## config.mk

```make
export PLATFORM = sky130hd
export DESIGN_NAME = gsa_ctrl
export DESIGN_NICKNAME = d
export VERILOG_FILES = /design/src/rtl/gsa_pkg.sv /design/src/rtl/gsa_ctrl.sv
export SDC_FILE = /design/constraint.sdc
export NUM_CORES = 1
export LEC_CHECK = 0
export ABC_CLOCK_PERIOD_IN_PS = 1900
export BUFFER_PORTS_ARGS = -buffer_cell sky130_fd_sc_hd__buf_2
export CORE_AREA = 2 2 39 41
export CTS_BUF_LIST = sky130_fd_sc_hd__clkbuf_4
export DETAILED_ROUTE_END_ITERATION = 7
export DIE_AREA = 0 0 41 43
export PLACE_DENSITY = 0.43
export SKIP_CTS_REPAIR_TIMING = 1
export SLEW_MARGIN = 20
export SYNTH_ARGS = -nofsm -noshare
export SYNTH_HDL_FRONTEND = slang
export SYNTH_SLANG_ARGS = --single-unit
```

## constraint.sdc

```tcl
create_clock -name clk -period 1.9 [get_ports clk]
set_clock_uncertainty 0.1 [all_clocks]
set_input_delay 0.38 -clock clk [delete_from_list [all_inputs] [get_ports clk]]
set_output_delay 0.38 -clock clk [all_outputs]
set_load 0.03 [all_outputs]
```

## src/rtl/gsa_pkg.sv

```systemverilog
// Shared types and constants for the generational slot allocator.
// No dependencies.
`default_nettype none
package gsa_pkg;

  localparam int SLOTS  = 1024;
  localparam int SLOT_W = $clog2(SLOTS);
  localparam int SEQ_W  = 32;

  localparam int IN_TDATA_W  = 48;
  localparam int OUT_TDATA_W = 56;

  typedef enum logic [1:0] {
    OP_ALLOC  = 2'd0,
    OP_FREE   = 2'd1,
    OP_RETAG  = 2'd2,
    OP_VERIFY = 2'd3
  } op_t;

  typedef enum logic [1:0] {
    ST_OK    = 2'd0,
    ST_FULL  = 2'd1,
    ST_BAD   = 2'd2,
    ST_STALE = 2'd3
  } status_t;

  // one table row: in-use mark, sequence, free-list link
  typedef struct packed {
    logic              used;
    logic [SEQ_W-1:0]  seq;
    logic [SLOT_W-1:0] link;
  } row_t;

  typedef struct packed {
    logic clear_step;
    logic accept;
    logic exec;
  } gsa_cmd_t;

  typedef struct packed {
    logic clr_last;
    logic out_free;
  } gsa_sts_t;

endpackage
`default_nettype wire

```

## src/rtl/gsa_ctrl.sv

```systemverilog
// Sequencer for the slot allocator: table clear after reset, accept, execute.
// Depends on gsa_pkg.
`default_nettype none
module gsa_ctrl
  import gsa_pkg::*;
(
  input  wire logic     clk,
  input  wire logic     rst_n,
  input  wire logic     in_tvalid,
  output logic          in_tready,
  input  wire gsa_sts_t sts,
  output gsa_cmd_t      cmd
);

  typedef enum logic [2:0] {
    S_CLEAR = 3'b001,
    S_IDLE  = 3'b010,
    S_EXEC  = 3'b100
  } state_t;

  state_t state_r, state_nxt;

  always_ff @(posedge clk) begin
    if (!rst_n) begin
      state_r <= S_CLEAR;
    end else begin
      state_r <= state_nxt;
    end
  end

  always_comb begin
    state_nxt = state_r;
    cmd       = '0;
    in_tready = 1'b0;
    unique case (state_r)
      S_CLEAR: begin
        cmd.clear_step = 1'b1;
        if (sts.clr_last) begin
          state_nxt = S_IDLE;
        end
      end
      S_IDLE: begin
        in_tready = 1'b1;
        if (in_tvalid) begin
          cmd.accept = 1'b1;
          state_nxt  = S_EXEC;
        end
      end
      S_EXEC: begin
        if (sts.out_free) begin
          cmd.exec  = 1'b1;
          state_nxt = S_IDLE;
        end
      end
      default: begin
        state_nxt = S_CLEAR;
      end
    endcase
  end

endmodule
`default_nettype wire

```

==> flow_summary.json <==
{
  "status": "finished, final reports clean",
  "clkPwrFrac_pct": 42.6,
  "n_fill_cell": 157,
  "viasPerCell": 4.09,
  "ff_latch_area_sq_um": 60.1,
  "hp-start": "rst_n",
  "route.met2.wl_microns": 193,
  "worst_pin_slew_ns": 0.301,
  "drv_slew": 0,
  "hold_path_class": "in2reg",
  "fp.dieW_microns": 41,
  "start_kind": "flop",
  "seq_power_share_pct": 31.0,
  "switchingPower_mw": 0.0963,
  "core_sq_um": 1380,
  "drc": 0,
  "intPower_mw": 0.206,
  "slew_headroom_pct": 79.9,
  "dp_slack_ns": 0.457,
  "drt-met1-wl_microns": 199,
  "p_comb_share_pct": 26.4,
  "routed.top_layer": "met4",
  "min_period_ns": 1.70,
  "die_area_sq_um": 1760,
  "setup_slack_ns": 0.201,
  "io_pins": 9,
  "yosys_register_bits": 3,
  "grt_pass1_vias": 167,
  "crit_start": "state_r[1]$_SDFFE_PN0P_",
  "final_common_cell": "buf_2",
  "clock.fmax_mhz": 589,
  "synth-compound-area-share_pct": 15.3,
  "crit_type": "reg2out",
  "yosys.area_share.xor_xnor_pct": 4.67,
  "diodes": 0,
  "fin_total_pwr_mw": 0.303,
  "cts_root_buffer": "clkbuf_4",
  "maxCapViolCount": 0,
  "syn_area_sq_um": 188,
  "syn_inst": 18,
  "yosys_warnings": 0,
  "gp_congestion": 0.693,
  "setup_viol": 0,
  "grt_antenna_before_repair": 0,
  "yosys-mux-area-fraction_pct": 0,
  "ant_nets": 0,
  "drive_above_1_share_pct": 51.7,
  "critPathRequiredTime_ns": 1.42,
  "p_sw_share_pct": 31.8,
  "clkSinkCount": 3,
  "final_cell_mix": "8 x buf_2, 4 x clkbuf_4, 3 x dfxtp_1",
  "reg_top3": "state_r (3)",
  "tritoncts": "built",
  "clk_pin_slew_ns": 0.04,
  "ys_seq_area_share_pct": 32.0,
  "finalCritPeriodShare_pct": 89.4,
  "p_per_area_nw_per_um2": 1120,
  "nets": 35,
  "synth_cell_types": 15,
  "grt_max_degree": 10,
  "netlist_top_cells_area": "dfxtp_1 32%, nor3b_1 8.0%, or4b_4 7.3%, and4bb_2 6.7%, buf_6 6.0%",
  "endpoint_kind": "output pin",
  "regMostFlops": "state_r",
  "fp-row-count": 14,
  "leakage_nw": 0.112,
  "dr_wl_met3_microns": 38,
  "htreeDepth": 1,
  "start_util_pct": 13.6,
  "drtIter0Drc": 2,
  "port_buffers": 8,
  "synthSimpleGateAreaFrac_pct": 42.0,
  "wl_per_cell_microns": 9.93,
  "synth_area_per_cell_sq_um": 10.4,
  "grt_pass1_wl_microns": 669,
  "multi_input_area_sq_um": 121,
  "clockBufferDepth": 2,
  "path_max_fanout": 9,
  "synthToLayoutAreaGrowth_pct": 44.7,
  "dr.pass1.iters": 2,
  "cts_made_buffers": 3,
  "tns_ns": 0,
  "finalHoldViolCount": 0,
  "die_h_microns": 43,
  "gr-total-overflow": 0,
  "gr-usage-all-layers_pct": 6.40,
  "vias": 184,
  "routed_wirelength_microns": 447,
  "grt_setup_unrepaired": "no",
  "synthAdderAreaFrac_pct": 0,
  "largest_reg_flops": 3,
  "rr_startpoint": "state_r[0]$_SDFFE_PN1P_",
  "clkLatencyLatePin_ns": 0.24,
  "synth_nets": 23,
  "synth_top_cell_by_area": "dfxtp_1",
  "synth_top_family_by_area": "simple AND/OR/NAND/NOR gates",
  "worst_ep_arrival_time_ns": 1.22,
  "synth.top_cell.area_share_pct": 32.0,
  "vdd_drop_max_mv": 0.349
}
[path summary, 6_finish.rpt]
path,end,slack (ns),cells past startpoint
worst min register to register,state_r[2]$_SDFFE_PN0P_,0.49,2
worst max register to register,state_r[1]$_SDFFE_PN0P_,0.60,2
worst min-delay path,state_r[0]$_SDFFE_PN1P_,0.27,2
worst max-delay path,cmd[1],0.20,3
[power groups by stage]
| stage | Clock [mW] | Combinational (mW) | Sequential, mW |
|---|---|---|---|
| 2_1_floorplan | 0 | 0.0649 | 0.0886 |
| 4_1_cts | 0.134 | 0.0813 | 0.0931 |
| 3_3_place_gp | 0 | 0.0809 | 0.0935 |
| 5_1_grt | 0.138 | 0.0860 | 0.0959 |
| 6_report | 0.129 | 0.0800 | 0.0939 |
| 3_5_place_dp | 0 | 0.0808 | 0.0946 |
[logic make-up after synthesis]
group / count (synthesis)
AOI/OAI and AO/OA: 4
and+or+nand+nor: 9
DFF: 3
buffers and inverters: 1
xor gates and xnor gates: 1
[critical path, stage by stage (launching register included)]
cell	delay, ns
dfxtp_1	0.44
nor3b_2	0.22
and2_1	0.14
buf_2	0.18
[per-layer routing]
metal / vias up / GRT usage [%]
met4: 0 / 6.00
met5: - / 0
met1: 81 / 6.35
met2: 8 / 7.19
met3: 2 / 6.28
li1: 93 / -
[layout make-up]
cell class                      instances  share of cell area [%]
Sequential cell                         3                    22.1
Multi-Input combinational cell         14                    44.7
Tap cell                               16                    7.37
Clock buffer                            4                    11.1
Timing Repair Buffer                    8                    14.7
[per-stage QoR]
stage | area (sq um) | std cells | util, % | hold slack, ns
floorplan | 193 | 18 | - | 0.376
global placement | 241 | 41 | 17.5 | 0.458
detailed placement | 241 | 41 | 17.5 | 0.465
CTS | 272 | 45 | 19.6 | 0.269
global route | 272 | 45 | 19.6 | 0.274
finish | 272 | 45 | 19.6 | 0.272
[Yosys cell counts (all sizes together)]
master	count
dfxtp	3
and2	1
nor4b	1
xor2	1
and4bb	1
buf	1
or3b	1
or4b	1
o2111ai	1
nand2b	1
nand3b	1
nor3b	2
o311a	1
o21ai	1
a21oi	1
Power figures use the tool's default switching activity.
